File: config.mk
export PLATFORM = sky130hd
export DESIGN_NAME = host_command_frame_builder
export DESIGN_NICKNAME = d
export VERILOG_FILES = /design/src/hcfb_pkg.sv /design/src/host_command_frame_builder.sv /design/src/hcfb_front.sv /design/src/hcfb_queue.sv /design/src/hcfb_back.sv
export VERILOG_INCLUDE_DIRS = /design/src /design/src/src
export SDC_FILE = /design/constraint.sdc
export NUM_CORES = 1
export LEC_CHECK = 0
export BUFFER_PORTS_ARGS = -buffer_cell sky130_fd_sc_hd__buf_2
export CAP_MARGIN = 20
export CORE_UTILIZATION = 36
export CTS_CLUSTER_DIAMETER = 80
export DETAILED_ROUTE_END_ITERATION = 8
export PLACE_DENSITY = 0.58
export SLEW_MARGIN = 20
export SYNTH_ARGS = -nofsm -noshare
export SYNTH_HDL_FRONTEND = slang
export SYNTH_HIERARCHICAL = 1
export SYNTH_SLANG_ARGS = --single-unit
File: constraint.sdc
create_clock -name clk_i -period 3.6 [get_ports clk_i]
set_input_delay 0.72 -clock clk_i [delete_from_list [all_inputs] [get_ports clk_i]]
set_output_delay 0.72 -clock clk_i [all_outputs]
set_load 0.005 [all_outputs]
File: src/host_command_frame_builder_assert.svh
// Assertion macros used by the frame builder RTL.
`ifndef HOST_COMMAND_FRAME_BUILDER_ASSERT_SVH
`define HOST_COMMAND_FRAME_BUILDER_ASSERT_SVH

`ifndef NO_ASSERTIONS

`define HCFB_ASSERT(lbl, prop) \
  lbl: assert property (@(posedge clk_i) disable iff (!rst_ni) prop) \
    else $error("frame builder assertion failed");

`define HCFB_ASSERT_NEVER(lbl, cond) \
  lbl: assert property (@(posedge clk_i) disable iff (!rst_ni) !(cond)) \
    else $error("frame builder forbidden condition seen");

`else

`define HCFB_ASSERT(lbl, prop)

`define HCFB_ASSERT_NEVER(lbl, cond)

`endif

`endif

File: src/hcfb_pkg.sv
// Types and constants shared by the frame builder modules.
package hcfb_pkg;

  localparam int QDepth = 4;
  localparam int QPtrW  = $clog2(QDepth);
  localparam int QCntW  = QPtrW + 1;
  localparam int RegIdxW = 3;

  localparam logic [7:0] CountMax = 8'd254;

  typedef enum logic [RegIdxW-1:0] {
    REG_PRE_FIRST  = 3'd0,
    REG_PRE_SECOND = 3'd1,
    REG_START      = 3'd2,
    REG_IDENT      = 3'd3,
    REG_POST       = 3'd4
  } reg_idx_e;

  typedef enum logic [3:0] {
    PH_HEAD,
    PH_PRE0,
    PH_PRE1,
    PH_START,
    PH_LEN,
    PH_LCS,
    PH_ID,
    PH_DATA,
    PH_DCS,
    PH_POST
  } phase_e;

  typedef struct packed {
    logic [7:0] pre_first;
    logic [7:0] pre_second;
    logic [7:0] start_code;
    logic [7:0] ident;
    logic [7:0] post;
  } cfg_t;

  // One classified payload transaction.
  typedef struct packed {
    logic       first;
    logic       last;
    logic [7:0] count;
    logic [7:0] data;
    logic [7:0] cksum;
  } entry_t;

  typedef struct packed {
    logic       in_frame;
    logic       left_zero;
  } fe_status_t;

  typedef struct packed {
    logic busy;
    logic pop;
  } bk_status_t;

endpackage

File: src/host_command_frame_builder.sv
// Command frame builder: wraps payload bytes into checksummed information frames.
//
// Input channel (in_valid_i/in_ready_o): one payload byte per transaction; the
// first transaction of a frame also carries payload_count_i (0 read as 1,
// 255 read as 254). Output channel (out_valid_o/out_ready_i): one frame byte
// per transaction, frame_end_o high on the postamble.
// Frame: 3 preamble bytes, length, length checksum, identifier, payload,
// data checksum, postamble. Preamble, identifier and postamble come from the
// write port (cfg_we_i, cfg_idx_i, cfg_data_i); write only while idle.
// The first frame byte of an accepted transaction passes the queue, then the
// output register, the single byte lane: one byte per cycle while the queue
// holds an entry and out_ready_i does not stall it. A frame's first byte adds
// preamble, length, its checksum, identifier; the last, data checksum, postamble.
// A 4-entry queue sits between the front end and the sequencer, so input is
// taken while output bytes are pending; in_ready_o drops when it fills.
// Output stall holds the output register; the queue absorbs up to 4 bytes.
// Reset clears the frame state, queue and output valid and loads the
// register defaults (start code 0xFF, identifier 0xD4, others 0x00).
module host_command_frame_builder (
  input  logic                            clk_i,
  input  logic                            rst_ni,
  input  logic                            cfg_we_i,
  input  logic [hcfb_pkg::RegIdxW-1:0]    cfg_idx_i,
  input  logic [7:0]                      cfg_data_i,
  input  logic                            in_valid_i,
  output logic                            in_ready_o,
  input  logic [7:0]                      payload_byte_i,
  input  logic [7:0]                      payload_count_i,
  output logic                            out_valid_o,
  input  logic                            out_ready_i,
  output logic [7:0]                      frame_byte_o,
  output logic                            frame_end_o
);
  import hcfb_pkg::*;

`include "host_command_frame_builder_assert.svh"

  cfg_t       cfg_q, cfg_d;
  entry_t     push_entry, head;
  logic       q_push, q_full, q_valid;
  fe_status_t fe_st;
  bk_status_t bk_st;

  always_comb begin
    cfg_d = cfg_q;
    if (cfg_we_i) begin
      case (reg_idx_e'(cfg_idx_i))
        REG_PRE_FIRST:  cfg_d.pre_first  = cfg_data_i;
        REG_PRE_SECOND: cfg_d.pre_second = cfg_data_i;
        REG_START:      cfg_d.start_code = cfg_data_i;
        REG_IDENT:      cfg_d.ident      = cfg_data_i;
        REG_POST:       cfg_d.post       = cfg_data_i;
        default:        cfg_d = cfg_q;
      endcase
    end
  end

  always_ff @(posedge clk_i or negedge rst_ni) begin
    if (!rst_ni) begin
      cfg_q.pre_first  <= 8'h00;
      cfg_q.pre_second <= 8'h00;
      cfg_q.start_code <= 8'hFF;
      cfg_q.ident      <= 8'hD4;
      cfg_q.post       <= 8'h00;
    end else begin
      cfg_q <= cfg_d;
    end
  end

  hcfb_front u_front (
    .clk_i          (clk_i),
    .rst_ni         (rst_ni),
    .in_valid_i     (in_valid_i),
    .in_ready_o     (in_ready_o),
    .payload_byte_i (payload_byte_i),
    .payload_count_i(payload_count_i),
    .ident_i        (cfg_q.ident),
    .q_full_i       (q_full),
    .q_push_o       (q_push),
    .q_entry_o      (push_entry),
    .st_o           (fe_st)
  );

  hcfb_queue u_queue (
    .clk_i       (clk_i),
    .rst_ni      (rst_ni),
    .push_i      (q_push),
    .push_entry_i(push_entry),
    .full_o      (q_full),
    .pop_i       (bk_st.pop),
    .valid_o     (q_valid),
    .head_o      (head)
  );

  hcfb_back u_back (
    .clk_i       (clk_i),
    .rst_ni      (rst_ni),
    .cfg_i       (cfg_q),
    .q_valid_i   (q_valid),
    .q_head_i    (head),
    .st_o        (bk_st),
    .out_valid_o (out_valid_o),
    .out_ready_i (out_ready_i),
    .frame_byte_o(frame_byte_o),
    .frame_end_o (frame_end_o)
  );

  `HCFB_ASSERT_NEVER(a_open_frame_has_bytes, fe_st.in_frame && fe_st.left_zero)
  `HCFB_ASSERT(a_pop_needs_entry, bk_st.pop |-> q_valid)
  `HCFB_ASSERT(a_busy_holds_head, bk_st.busy |-> q_valid)

endmodule

File: src/hcfb_front.sv
// Front end: accepts payload bytes, tracks frame position and checksum.
module hcfb_front (
  input  logic                clk_i,
  input  logic                rst_ni,
  input  logic                in_valid_i,
  output logic                in_ready_o,
  input  logic [7:0]          payload_byte_i,
  input  logic [7:0]          payload_count_i,
  input  logic [7:0]          ident_i,
  input  logic                q_full_i,
  output logic                q_push_o,
  output hcfb_pkg::entry_t    q_entry_o,
  output hcfb_pkg::fe_status_t st_o
);
  import hcfb_pkg::*;

  logic       in_frame_q, in_frame_d;
  logic [7:0] bytes_left_q, bytes_left_d;
  logic [7:0] running_sum_q, running_sum_d;
  logic [7:0] count;
  logic [7:0] left_new;
  logic [7:0] sum;
  logic       accept;

  assign in_ready_o = !q_full_i;
  assign accept     = in_valid_i && !q_full_i;
  assign q_push_o   = accept;

  always_comb begin
    count = payload_count_i;
    if (count == 8'd0) begin
      count = 8'd1;
    end else if (count > CountMax) begin
      count = CountMax;
    end
    if (!in_frame_q) begin
      left_new = count - 8'd1;
      sum      = ident_i + payload_byte_i;
    end else begin
      left_new = (bytes_left_q != 8'd0) ? bytes_left_q - 8'd1 : 8'd0;
      sum      = running_sum_q + payload_byte_i;
    end

    q_entry_o.first = !in_frame_q;
    q_entry_o.last  = (left_new == 8'd0);
    q_entry_o.count = count;
    q_entry_o.data  = payload_byte_i;
    q_entry_o.cksum = 8'd0 - sum;

    in_frame_d    = in_frame_q;
    bytes_left_d  = bytes_left_q;
    running_sum_d = running_sum_q;
    if (accept) begin
      if (left_new == 8'd0) begin
        in_frame_d    = 1'b0;
        bytes_left_d  = 8'd0;
        running_sum_d = 8'd0;
      end else begin
        in_frame_d    = 1'b1;
        bytes_left_d  = left_new;
        running_sum_d = sum;
      end
    end
  end

  always_ff @(posedge clk_i or negedge rst_ni) begin
    if (!rst_ni) begin
      in_frame_q    <= 1'b0;
      bytes_left_q  <= 8'd0;
      running_sum_q <= 8'd0;
    end else begin
      in_frame_q    <= in_frame_d;
      bytes_left_q  <= bytes_left_d;
      running_sum_q <= running_sum_d;
    end
  end

  assign st_o.in_frame  = in_frame_q;
  assign st_o.left_zero = (bytes_left_q == 8'd0);

endmodule

File: src/hcfb_queue.sv
// Small FIFO between front end and frame sequencer.
module hcfb_queue (
  input  logic             clk_i,
  input  logic             rst_ni,
  input  logic             push_i,
  input  hcfb_pkg::entry_t push_entry_i,
  output logic             full_o,
  input  logic             pop_i,
  output logic             valid_o,
  output hcfb_pkg::entry_t head_o
);
  import hcfb_pkg::*;

  entry_t           mem_q [QDepth];
  logic [QPtrW-1:0] wr_ptr_q, wr_ptr_d;
  logic [QPtrW-1:0] rd_ptr_q, rd_ptr_d;
  logic [QCntW-1:0] cnt_q, cnt_d;

  assign full_o  = (cnt_q == QCntW'(QDepth));
  assign valid_o = (cnt_q != '0);
  assign head_o  = mem_q[rd_ptr_q];

  always_comb begin
    wr_ptr_d = wr_ptr_q;
    rd_ptr_d = rd_ptr_q;
    cnt_d    = cnt_q;
    if (push_i) begin
      wr_ptr_d = wr_ptr_q + 1'b1;
    end
    if (pop_i) begin
      rd_ptr_d = rd_ptr_q + 1'b1;
    end
    if (push_i && !pop_i) begin
      cnt_d = cnt_q + 1'b1;
    end else if (!push_i && pop_i) begin
      cnt_d = cnt_q - 1'b1;
    end
  end

  always_ff @(posedge clk_i) begin
    if (push_i) begin
      mem_q[wr_ptr_q] <= push_entry_i;
    end
  end

  always_ff @(posedge clk_i or negedge rst_ni) begin
    if (!rst_ni) begin
      wr_ptr_q <= '0;
      rd_ptr_q <= '0;
      cnt_q    <= '0;
    end else begin
      wr_ptr_q <= wr_ptr_d;
      rd_ptr_q <= rd_ptr_d;
      cnt_q    <= cnt_d;
    end
  end

endmodule

File: src/hcfb_back.sv
// Frame sequencer: expands queued transactions into frame bytes.
module hcfb_back (
  input  logic                 clk_i,
  input  logic                 rst_ni,
  input  hcfb_pkg::cfg_t       cfg_i,
  input  logic                 q_valid_i,
  input  hcfb_pkg::entry_t     q_head_i,
  output hcfb_pkg::bk_status_t st_o,
  output logic                 out_valid_o,
  input  logic                 out_ready_i,
  output logic [7:0]           frame_byte_o,
  output logic                 frame_end_o
);
  import hcfb_pkg::*;

  phase_e     phase_q, phase_d;
  phase_e     slot, nxt;
  logic       out_valid_q, out_valid_d;
  logic [7:0] byte_q, byte_d, slot_byte;
  logic       end_q, end_d, slot_end;
  logic       load, fire, done;

  always_comb begin
    load = !out_valid_q || out_ready_i;
    fire = q_valid_i && load;

    if (phase_q == PH_HEAD) begin
      slot = q_head_i.first ? PH_PRE0 : PH_DATA;
    end else begin
      slot = phase_q;
    end

    slot_byte = 8'd0;
    slot_end  = 1'b0;
    nxt       = PH_HEAD;
    done      = 1'b0;
    case (slot)
      PH_PRE0: begin
        slot_byte = cfg_i.pre_first;
        nxt       = PH_PRE1;
      end
      PH_PRE1: begin
        slot_byte = cfg_i.pre_second;
        nxt       = PH_START;
      end
      PH_START: begin
        slot_byte = cfg_i.start_code;
        nxt       = PH_LEN;
      end
      PH_LEN: begin
        slot_byte = q_head_i.count + 8'd1;
        nxt       = PH_LCS;
      end
      PH_LCS: begin
        slot_byte = ~q_head_i.count;
        nxt       = PH_ID;
      end
      PH_ID: begin
        slot_byte = cfg_i.ident;
        nxt       = PH_DATA;
      end
      PH_DATA: begin
        slot_byte = q_head_i.data;
        if (q_head_i.last) begin
          nxt = PH_DCS;
        end else begin
          done = 1'b1;
        end
      end
      PH_DCS: begin
        slot_byte = q_head_i.cksum;
        nxt       = PH_POST;
      end
      PH_POST: begin
        slot_byte = cfg_i.post;
        slot_end  = 1'b1;
        done      = 1'b1;
      end
      default: begin
        done = 1'b1;
      end
    endcase

    phase_d     = phase_q;
    out_valid_d = out_valid_q;
    byte_d      = byte_q;
    end_d       = end_q;
    st_o.pop    = 1'b0;
    if (fire) begin
      out_valid_d = 1'b1;
      byte_d      = slot_byte;
      end_d       = slot_end;
      if (done) begin
        phase_d  = PH_HEAD;
        st_o.pop = 1'b1;
      end else begin
        phase_d = nxt;
      end
    end else if (out_ready_i) begin
      out_valid_d = 1'b0;
    end
    st_o.busy = (phase_q != PH_HEAD);
  end

  always_ff @(posedge clk_i or negedge rst_ni) begin
    if (!rst_ni) begin
      phase_q     <= PH_HEAD;
      out_valid_q <= 1'b0;
    end else begin
      phase_q     <= phase_d;
      out_valid_q <= out_valid_d;
    end
  end

  always_ff @(posedge clk_i) begin
    byte_q <= byte_d;
    end_q  <= end_d;
  end

  assign out_valid_o  = out_valid_q;
  assign frame_byte_o = byte_q;
  assign frame_end_o  = end_q;

endmodule
# After elaboration in Yosys (flattened, before gate mapping)

Memories as Yosys holds them, arrays and structs flattened.
Cells that the tools add are included.

Word-level logic and storage cells: 91
Memories: 1
Output and inout port bits: 11
Input bits: 32
RAM bits: 104
Bits in registers: 78

Memory list:

| name          | depth | width | read ports | clocked after Yosys merged registers in | wr ports | RTL line         | text |
|---|---|---|---|---|---|---|---|
| u_queue.mem_q | 4     | 26    | 1          | 0                                       | 1        | hcfb_queue.sv:14 | `entry_t mem_q [QDepth];` |

Multiplexer cells: 25
$add $sub $neg: 10
$lt $le $gt $ge: 1
Reduce and logical (&&, ||, !) cells: 24
Bitwise gates (word level): 1
Equal/unequal tests: 14

Operators by type and width:

| operator                                         | number |
|---|---|
| case mux 8 bit (9 select lines)                  | 1 |
| 2-to-1 mux 8 bit                                 | 7 |
| case mux 4 bit (8 select lines)                  | 1 |
| adder 8 bit                                      | 2 |
| == test 4 x 3 -> 1 bit, second input constant    | 4 |
| zero test 8 bit                                  | 2 |
| subtractor 8 x 1 -> 8 bit, second input constant | 2 |
| 2-to-1 mux 4 bit                                 | 3 |
| AND reduction 2 bit                              | 5 |
| 2-to-1 mux 1 bit                                 | 9 |
| 2-to-1 mux 3 bit                                 | 3 |
| adder 8 x 1 -> 8 bit, second input constant      | 1 |
| == test 4 x 2 -> 1 bit, second input constant    | 2 |
| == test 4 bit, second input constant             | 2 |
| > comparator 8 bit, second input constant        | 1 |
| inverter 8 bit                                   | 1 |
| nonzero test 8 bit                               | 1 |
| subtractor 1 x 8 -> 8 bit, first input constant  | 1 |
| OR reduction 7 bit                               | 1 |
| == test 3 x 2 -> 1 bit, second input constant    | 2 |
| == test 3 bit, second input constant             | 2 |
| zero test 1 bit                                  | 5 |
| adder 2 x 1 -> 2 bit, second input constant      | 2 |
| == test 4 x 1 -> 1 bit, second input constant    | 1 |
| 10 further kinds                                 | 14 |

# Depth between registers and ports, before layout

Gate-level depths: netlist of the first run.
An unclocked memory read counts as a cell.

Depth in word-level cells: 11
Gate-level depth with buffers: 14

# Hierarchy

Netlist of the first run, hierarchy kept.

By module, submodules not included:

| module                     | times used | cells an instance | sequential area each (sq um) | area an instance (sq um) |
|---|---|---|---|---|
| hcfb_queue                 | 1          | 170               | 3298.2                       | 4196.5 |
| hcfb_front                 | 1          | 219               | 425.4                        | 1848.0 |
| host_command_frame_builder | 1          | 88                | 1016.0                       | 1544.0 |
| hcfb_back                  | 1          | 164               | 395.4                        | 1405.1 |

# Worst setup path before layout of the first run

OpenSTA, ideal clock, no wires.

Kind: input port to flip-flop
Start point: in payload_count_i[3]
End point: reg u_front.in_frame_q
Stages on the path: 11
Arrival time: 3.308 ns
Buffers on the path: 1
Setup slack: 0.136 ns
Required time: 3.444 ns
Cell sequence: buf_6 or4_4 o41a_1 nor2_1 inv_1 ha_1 nor3b_1 nor3_1 o32ai_1 nor4b_2 a22oi_1

RTL lines:

| element                | RTL line                         | text |
|---|---|---|
| start: declaration     | host_command_frame_builder.sv:28 | `input logic [7:0] payload_count_i,` |
| end signal: assignment | hcfb_front.sv:72                 | `in_frame_q <= in_frame_d;` |
| end: declaration       | hcfb_front.sv:17                 | `logic in_frame_q, in_frame_d;` |

==> impl_metrics.py, run 1 <==
metrics = {
    "timing": {
        "layout_min_cycle_time_ps": 3070,
        "slew_headroom_pct": 35.7,
        "rsz0062_at_grt": "false",
        "slew_violations": 0,
        "fin_setup_tns_ps": 0,
        "final-setup-viol-count": 0,
        "tightest_slew_ps": 957,
        "timing.final.crit_share_pct": 85.4,
        "max_freq_mhz": 325,
        "skew_ps": 8.70,
        "finalHoldViolations": 0,
        "hold_slack_ps": 500,
    },
    "cells_and_area": {
        "drive_gt1_share_pct": 27.8,
        "post-route-util_pct": 41.2,
        "layout.cells.non_filler": 1021,
        "filler_cell_count": 2258,
        "multi_input_area_um2": 3460,
        "area_growth_pct": 12.0,
        "fin_nets": 734,
        "register_area_um2": 5130,
        "insertedDiodeCount": 0,
    },
    "drt": {
        "num_vias": 5540,
        "drtAntennaViolNets": 0,
        "wl_per_cell_um": 20.0,
        "drc_errors": 0,
        "vias_per_cell": 5.43,
        "wl_um": 20500,
        "firstDrtPassIters": 6,
        "drt-initial-drc-count": 511,
    },
    "critical_path": {
        "cp_slowest_cell": "or4_4",
        "critPathLaunchType": "input pin",
        "cp_num_buf_inv": 3,
        "required_ps": 3950,
        "arrival_ps": 3430,
        "cp_cell_sequence": "buf_2 > or4_4 > o41a_1 > nor2_1 > inv_1 > ha_1 > nor3b_1 > and3_1 > o32ai_1 > nor4b_2 > buf_4 > a21oi_1",
        "crit_fanout": 9,
        "critPathCaptureType": "register",
        "path_class": "input pin to register",
        "cpPeakStageDelay_ps": 560,
        "cp_top_family": "simple AND/OR/NAND/NOR gates",
    },
    "cts": {
        "clock_sinks": 182,
        "root_buffer": "clkbuf_16",
        "clk_latency_ps": 430,
        "path_clk_slew_ps": 70,
        "post_cts_buffers": 0,
        "ctsHoldBuffers": 0,
        "cts_resized": 0,
        "htreeDepth": 4,
        "cts_made_buffers": 17,
        "clockBufferDepth": 2,
        "cts_tree": "done",
    },
    "global_routing": {
        "grt_max_degree": 70,
        "grt_first_pass_wirelength_um": 32500,
        "grt_usage_pct": 16.7,
        "grt_pass1_vias": 5643,
        "antenna_found_initial": 0,
        "grt_use_met3_pct": 3.38,
        "gr-usage-met1_pct": 21.8,
        "grt.overflow.total": 0,
        "grt-busiest-layer": "met2",
        "met2_usage_pct": 27.9,
    },
    "floorplan": {
        "start_util_pct": 36.8,
        "coreArea_um2": 24400,
        "die_w_um": 160,
        "fp.dieH_um": 160,
        "io_pins": 43,
        "die_area_um2": 25600,
        "rows": 57,
    },
    "pwr": {
        "ir_worst_vdd_v": 0.000328,
        "p_per_area_nw_per_um2": 873,
        "total_power_uw": 8780,
        "p_leak_uw": 0.00371,
    },
    "placement": {
        "dpl.hpwl_um": 14500,
        "dp.cells": 989,
        "place.gp.congestion": 0.887,
        "io_buffers": 42,
    },
    "yosys": {
        "avgSynthCellArea_um2": 14.1,
        "syn-instance-count": 639,
        "synth_area_um2": 8980,
        "synthesis.nets": 689,
        "ys_warn_count": 6,
    },
    "status": {
        "outcome": "finished, final reports clean",
    },
    "run": {
        "maxCapViolCount": 0,
    },
    "worst_hold_path": {
        "min_path_type": "input pin to async pin",
    },
}
## routing by layer
metal | vias up | share of wire [%]
met3 | 20 | 4.5
li1 | 2548 | -
met2 | 132 | 50
met4 | 0 | 1.5
met5 | - | 0
met1 | 2840 | 44
## power by group
part	switching, µW	internal (µW)	total (µW)	leakage [µW]
registers	384	3080	3470	0.00185
logic	2010	1490	3500	0.00159
clock network	846	971	1820	0.000271
## layout by cell type (no fill, tap or decap), types with 12 or more instances in the layout
cell type,instances
dfrtp_1,57
buf_2,42
buf_4,25
ha_1,16
clkbuf_16,17
edfxtp_1,113
xnor2_1,13
mux2_2,48
dfstp_2,12
inv_1,20
nand3_1,14
o21ai_0,17
mux2i_1,12
xor2_1,13
nor2_1,26
mux4_2,18
nand2_1,33
a21oi_1,21
## worst paths after layout
path,cells past startpoint,slack [ps],from,to
max,12,530,payload_count_i[3],u_front/running_sum_q[2]
min,2,500,rst_ni,cfg_q[27]
max reg2reg,8,570,u_front/in_frame_q,u_queue/mem_q[3][7]
min reg2reg,1,500,u_queue/cnt_q[2],u_queue/cnt_q[2]
max in group asynchronous,2,2510,rst_ni,u_front/running_sum_q[5]
min in group clk_i,1,500,u_queue/cnt_q[2],u_queue/cnt_q[2]
## sequential cells by signal, indices dropped and copies added, names as in the netlist
| signal | cells |
|---|---|
| cfg_q | 40 |
| u_back/frame_byte_o | 8 |
| u_back/frame_end_o | 1 |
| u_back/out_valid_o | 1 |
| u_back/phase_q | 4 |
| u_front/bytes_left_q | 8 |
| u_front/in_frame_q | 1 |
| u_front/running_sum_q | 8 |
| u_queue/cnt_q | 3 |
| u_queue/mem_q | 104 |
| u_queue/rd_ptr_q | 2 |
| u_queue/wr_ptr_q | 2 |
## through the flow
stage	setup slack, ps	instance area [µm²]
after global placement	209	9480
after CTS	570	10100
after floorplan	136	8980
final	526	10100
after global routing	368	10100
after detailed placement	113	9480
## final cells by class
cell class	instances	area share, %
Sequential cell	182	51.1
Multi-Input combinational cell	394	34.4
Clock buffer	17	4.23
Tap cell	324	4.03
Timing Repair Buffer	67	3.96
Clock inverter	15	1.48
Inverter	22	0.821
Power figures use the tool's default switching activity.
==> run 2, diff against run 1 <==
CORE_ASPECT_RATIO = 1.2   (was unset)
CORE_MARGIN = 8   (was unset)
==> run 2 against run 1 <==
  * Routed wire length down 1.8%
  * Final cell count up 0.20%
  * Utilization up 0.052 points
  * Flip-flop and latch count unchanged
  * Worst hold slack worse by 200 ps
  * Fmax down 0.16%
  * Via count down 1.1%
  * Register-to-register slack worse by 50 ps
  * Non-clock buffer count up 1
  * Critical endpoint is now u_queue/mem_q[2][7]
  * Largest power group unchanged
  * Highest routed layer unchanged
==> impl_metrics.py, run 2 (synthesized netlist as in run 1, its figures left out) <==
metrics = {
    "cts": {
        "root_buffer": "clkbuf_16",
        "path_clk_slew_ps": 70,
        "htreeDepth": 4,
        "cts_resized": 0,
        "ctsHoldBuffers": 0,
        "clk_latency_ps": 420,
        "clockBufferDepth": 2,
        "post_cts_buffers": 0,
        "clock_sinks": 182,
        "cts_made_buffers": 17,
        "cts_tree": "done",
    },
    "cells_and_area": {
        "finalInstanceArea_um2": 10200,
        "largest-register": "u_queue/mem_q",
        "fin_nets": 735,
        "insertedDiodeCount": 0,
        "largest_reg_flops": 104,
        "reg_top3": "u_queue/mem_q (104), cfg_q (40)",
        "final_common_cell": "edfxtp_1",
        "area_growth_pct": 13.0,
        "drive_gt1_share_pct": 28.5,
        "final_cell_mix": "113 x edfxtp_1, 57 x dfrtp_1, 48 x mux2_2",
    },
    "global_routing": {
        "antenna_found_initial": 0,
        "grt_max_degree": 30,
        "grt_first_pass_wirelength_um": 32200,
        "grt_pass1_vias": 5786,
        "grt_usage_pct": 13.6,
        "grt.overflow.total": 0,
    },
    "floorplan": {
        "coreArea_um2": 24600,
        "fp.dieH_um": 189,
        "rows": 63,
        "die_w_um": 160,
        "start_util_pct": 36.5,
        "die_area_um2": 30300,
        "io_pins": 43,
    },
    "run": {
        "maxCapViolCount": 0,
    },
    "timing": {
        "finalHoldViolations": 0,
        "tightest_slew_ps": 950,
        "slew_violations": 0,
        "fin_setup_tns_ps": 0,
        "timing.final.ws_setup_ps": 521,
        "timing.final.crit_share_pct": 85.5,
        "skew_ps": 7.25,
        "max_freq_mhz": 325,
        "hold_slack_ps": 299,
        "final-setup-viol-count": 0,
        "rsz0062_at_grt": "false",
        "slew_headroom_pct": 36.2,
        "layout_min_cycle_time_ps": 3080,
    },
    "critical_path": {
        "critPathCaptureType": "register",
        "required_ps": 3750,
        "reg2reg_to": "u_queue/mem_q[2][7]",
        "reg2reg_depth": 8,
        "critPathLaunchType": "register",
        "crit_top_cell": "xnor2_1",
        "r2r_slack_ps": 520,
        "cp_cell_sequence": "mux2_2 > ha_1 > fa_1 > xnor2_1 > and3_1 > o21ai_0 > nor4_1 > xnor2_1",
        "crit_fanout": 8,
        "path_class": "register to register",
        "cpPeakStageDelay_ps": 550,
        "reg2reg_from": "u_front/in_frame_q",
        "cp_slowest_cell": "dfrtp_1",
        "arrival_ps": 3230,
    },
    "placement": {
        "place_ws_ps": 153,
        "place.gp.congestion": 0.860,
        "io_buffers": 42,
        "place_area_um2": 9550,
        "dpl.hpwl_um": 14800,
    },
    "status": {
        "outcome": "finished, final reports clean",
    },
    "drt": {
        "num_vias": 5480,
        "drc_errors": 0,
        "drtAntennaViolNets": 0,
        "wl_per_cell_um": 19.6,
        "wl_um": 20100,
        "firstDrtPassIters": 4,
        "drt-initial-drc-count": 391,
        "vias_per_cell": 5.36,
    },
    "worst_hold_path": {
        "min_path_type": "input pin to async pin",
    },
    "pwr": {
        "p_leak_uw": 0.00374,
        "ir_worst_vdd_v": 0.000337,
        "total_power_uw": 8860,
        "p_per_area_nw_per_um2": 873,
    },
}
-- run 2: changes by cell type in the layout (fill, tap and decap cells not counted) --
cell / previous run / this run
buf_12: 0 / 4
buf_4: 25 / 22
bufinv_16: 1 / 2
clkinv_1: 4 / 2
clkinv_2: 0 / 2
clkinvlp_4: 3 / 2
nor4bb_1: 5 / 3
nor4bb_2: 0 / 2
-- run 2: routing by layer --
metal  wire [µm]  track usage, %  vias to the layer above
met1        8210            15.6                     2782
met5           0               0                        -
li1            -               -                     2547
met3         933            3.19                       27
met4         519            5.62                        0
met2       10400            23.9                      124
-- run 2: worst max-delay path by stage --
stage	from	end	slack (ps)	depth (start not counted)
floorplan	payload_count_i[3]	u_front/in_frame_q	140	11
CTS	u_front/in_frame_q	u_queue/mem_q[2][7]	530	8
global placement	payload_count_i[3]	u_queue/mem_q[0][24]	230	11
finish	u_front/in_frame_q	u_queue/mem_q[2][7]	520	8
detailed placement	payload_count_i[3]	u_front/in_frame_q	150	12
global route	u_front/in_frame_q	u_queue/mem_q[2][7]	290	8
-- run 2: report_power, final --
group	total, µW	internal (µW)	switching [µW]
registers	3460	3080	373
clock network	1870	1040	828
logic	3530	1520	2010
-- run 2: cell type report --
| type | count | area, µm² |
|---|---|---|
| timing repair buffer | 68 | 455 |
| inverter | 22 | 82.6 |
| sequential | 182 | 5130 |
| tap | 325 | 407 |
| multi-input combinational | 394 | 3470 |
| clock buffer | 17 | 425 |
| clock inverter | 15 | 174 |
| fill | 2249 | 14400 |
-- run 2: worst max-delay path: cells and delay by family, from the launching register on --
kind / cells / cell delay (ps)
xor gates and xnor gates: 2 / 540
AOI/OAI and AO/OA: 1 / 120
muxes: 1 / 380
adders and majority gates: 2 / 620
DFF: 1 / 550
and+or+nand+nor: 2 / 590
-- run 2: through the flow --
stage / std cells / util (%)
2_1_floorplan: 639 / -
3_3_place_gp: 991 / 38.8
3_5_place_dp: 991 / 38.8
4_1_cts: 1023 / 41.3
5_1_grt: 1023 / 41.3
6_report: 1023 / 41.3
==> run 3, diff against run 2 <==
MAX_ROUTING_LAYER = met4   (was unset)
==> run 3 against run 2 <==
  * Register-to-register slack improved by 20 ps
  * Flip-flop and latch count did not move
  * First-iteration DRC count fell by 3.6%
  * Clock-buffer cell count did not move
  * Die area did not move
  * Fmax rose by 0.72%
  * Routed wire length fell by 0.24%
  * Final cell count did not move
  * Final area did not move
  * Critical endpoint unchanged
==> impl_metrics.py, run 3 (synthesized netlist as in run 1, its figures left out) <==
metrics = {
    "pwr": {
        "power_switching_uw": 3210,
        "ir_worst_vdd_v": 0.000336,
        "swShare_pct": 36.2,
        "p_per_area_nw_per_um2": 872,
        "p_seq_share_pct": 39.1,
        "power_frac_comb_pct": 39.8,
        "internal_power_uw": 5650,
        "clockPowerShare_pct": 21.1,
        "p_leak_uw": 0.00374,
    },
    "worst_hold_path": {
        "min_path_type": "input pin to async pin",
    },
    "floorplan": {
        "start_util_pct": 36.5,
        "die_w_um": 160,
        "die_area_um2": 30300,
        "fp.dieH_um": 189,
        "rows": 63,
        "io_pins": 43,
        "coreArea_um2": 24600,
    },
    "run": {
        "maxCapViolCount": 0,
    },
    "cells_and_area": {
        "drive_gt1_share_pct": 28.5,
        "fin_nets": 735,
        "largest_reg_flops": 104,
        "largest-register": "u_queue/mem_q",
        "filler_cell_count": 2249,
        "final_common_cell": "edfxtp_1",
        "insertedDiodeCount": 0,
        "final_cell_mix": "113 x edfxtp_1, 57 x dfrtp_1, 48 x mux2_2",
        "finalInstanceArea_um2": 10200,
        "reg_top3": "u_queue/mem_q (104), cfg_q (40)",
        "area_growth_pct": 13.0,
        "register_area_um2": 5130,
        "multi_input_area_um2": 3470,
    },
    "critical_path": {
        "reg2reg_to": "u_queue/mem_q[2][7]",
        "crit_top_cell": "xnor2_1",
        "cp_num_cells": 8,
        "r2r_slack_ps": 540,
        "critPathCaptureType": "register",
        "required_ps": 3750,
        "cp_num_buf_inv": 0,
        "reg2reg_depth": 8,
        "arrival_ps": 3210,
        "crit_path_end": "u_queue/mem_q[2][7]",
        "cp_slowest_cell": "dfrtp_1",
        "path_class": "register to register",
        "reg2reg_from": "u_front/in_frame_q",
        "cpPeakStageDelay_ps": 550,
        "critPathLaunchType": "register",
        "crit_fanout": 8,
        "startpoint": "u_front/in_frame_q",
        "cp_cell_sequence": "mux2_2 > ha_1 > fa_1 > xnor2_1 > and3_1 > o21ai_0 > nor4_1 > xnor2_1",
        "cp_top_family": "adder cells",
    },
    "cts": {
        "cts_tree": "done",
        "htreeDepth": 4,
        "path_clk_slew_ps": 70,
        "cts_resized": 0,
        "root_buffer": "clkbuf_16",
        "clk_latency_ps": 420,
        "post_cts_buffers": 0,
        "ctsHoldBuffers": 0,
        "clock_sinks": 182,
        "cts_made_buffers": 17,
        "clockBufferDepth": 2,
    },
    "timing": {
        "slew_violations": 0,
        "rsz0062_at_grt": "false",
        "tightest_slew_ps": 937,
        "skew_ps": 8.27,
        "slew_headroom_pct": 37.0,
        "fin_setup_tns_ps": 0,
        "max_freq_mhz": 327,
        "layout_min_cycle_time_ps": 3060,
        "finalHoldViolations": 0,
        "timing.final.crit_share_pct": 84.9,
        "final-setup-viol-count": 0,
    },
    "drt": {
        "wl_per_cell_um": 19.6,
        "drtAntennaViolNets": 0,
        "firstDrtPassIters": 5,
        "drt-initial-drc-count": 377,
        "drc_errors": 0,
        "wl_um": 20000,
        "vias_per_cell": 5.34,
        "num_vias": 5460,
    },
    "global_routing": {
        "grt.overflow.total": 0,
        "grt_pass1_vias": 5781,
        "grt_max_degree": 30,
        "grt_first_pass_wirelength_um": 32200,
        "grt_usage_pct": 13.9,
        "antenna_found_initial": 0,
    },
    "placement": {
        "dpl.hpwl_um": 14800,
        "io_buffers": 42,
        "place_area_um2": 9550,
        "place.gp.congestion": 0.873,
    },
    "status": {
        "outcome": "finished, final reports clean",
    },
}
-- run 3: cell counts in the layout (fill, tap and decap cells not counted) --
No cell type changed its count.
-- run 3: final cells by class --
cell class	count	area share, %
sequential	182	50.6
tap	325	4.00
clock buffer	17	4.19
inverter	22	0.813
timing repair buffer	68	4.49
multi-input combinational	394	34.2
clock inverter	15	1.71
-- run 3: routing by layer --
layer	global-route usage, %	part of all wire, %	up-vias	wire length [µm]
met3	3.08	4.4	30	891
met4	5.62	2.7	0	531
met1	15.7	41	2766	8240
li1	-	-	2548	-
met5	-	0	-	0
met2	23.8	52	116	10400
-- run 3: worst min-delay path by stage --
stage,to,slack [ps],cells after the start
after floorplan,cfg_q[0],420,0
final,cfg_q[1],300,1
after global placement,u_queue/cnt_q[2],470,1
after global routing,cfg_q[25],320,1
after CTS,cfg_q[24],300,1
after detailed placement,u_queue/cnt_q[2],490,1
-- run 3: power by group through the flow --
| stage | Combinational (µW) | Clock, µW | Sequential [µW] |
|---|---|---|---|
| after global routing | 3850 | 2000 | 3540 |
| after global placement | 3450 | 0 | 3470 |
| after floorplan | 2650 | 0 | 3330 |
| after detailed placement | 3530 | 0 | 3500 |
| final | 3520 | 1870 | 3460 |
| after CTS | 3550 | 1910 | 3460 |
-- run 3: metrics by stage --
step                power, µW  utilization, %  hold slack (ps)  std cells  setup slack (ps)
finish                   8860            41.3              300       1023               543
global route             9380            41.3              321       1023               287
CTS                      8930            41.3              295       1023               529
detailed placement       7040            38.8              494        991               153
global placement         6920            38.8              469        991               229
floorplan                5980               -              424        639               136
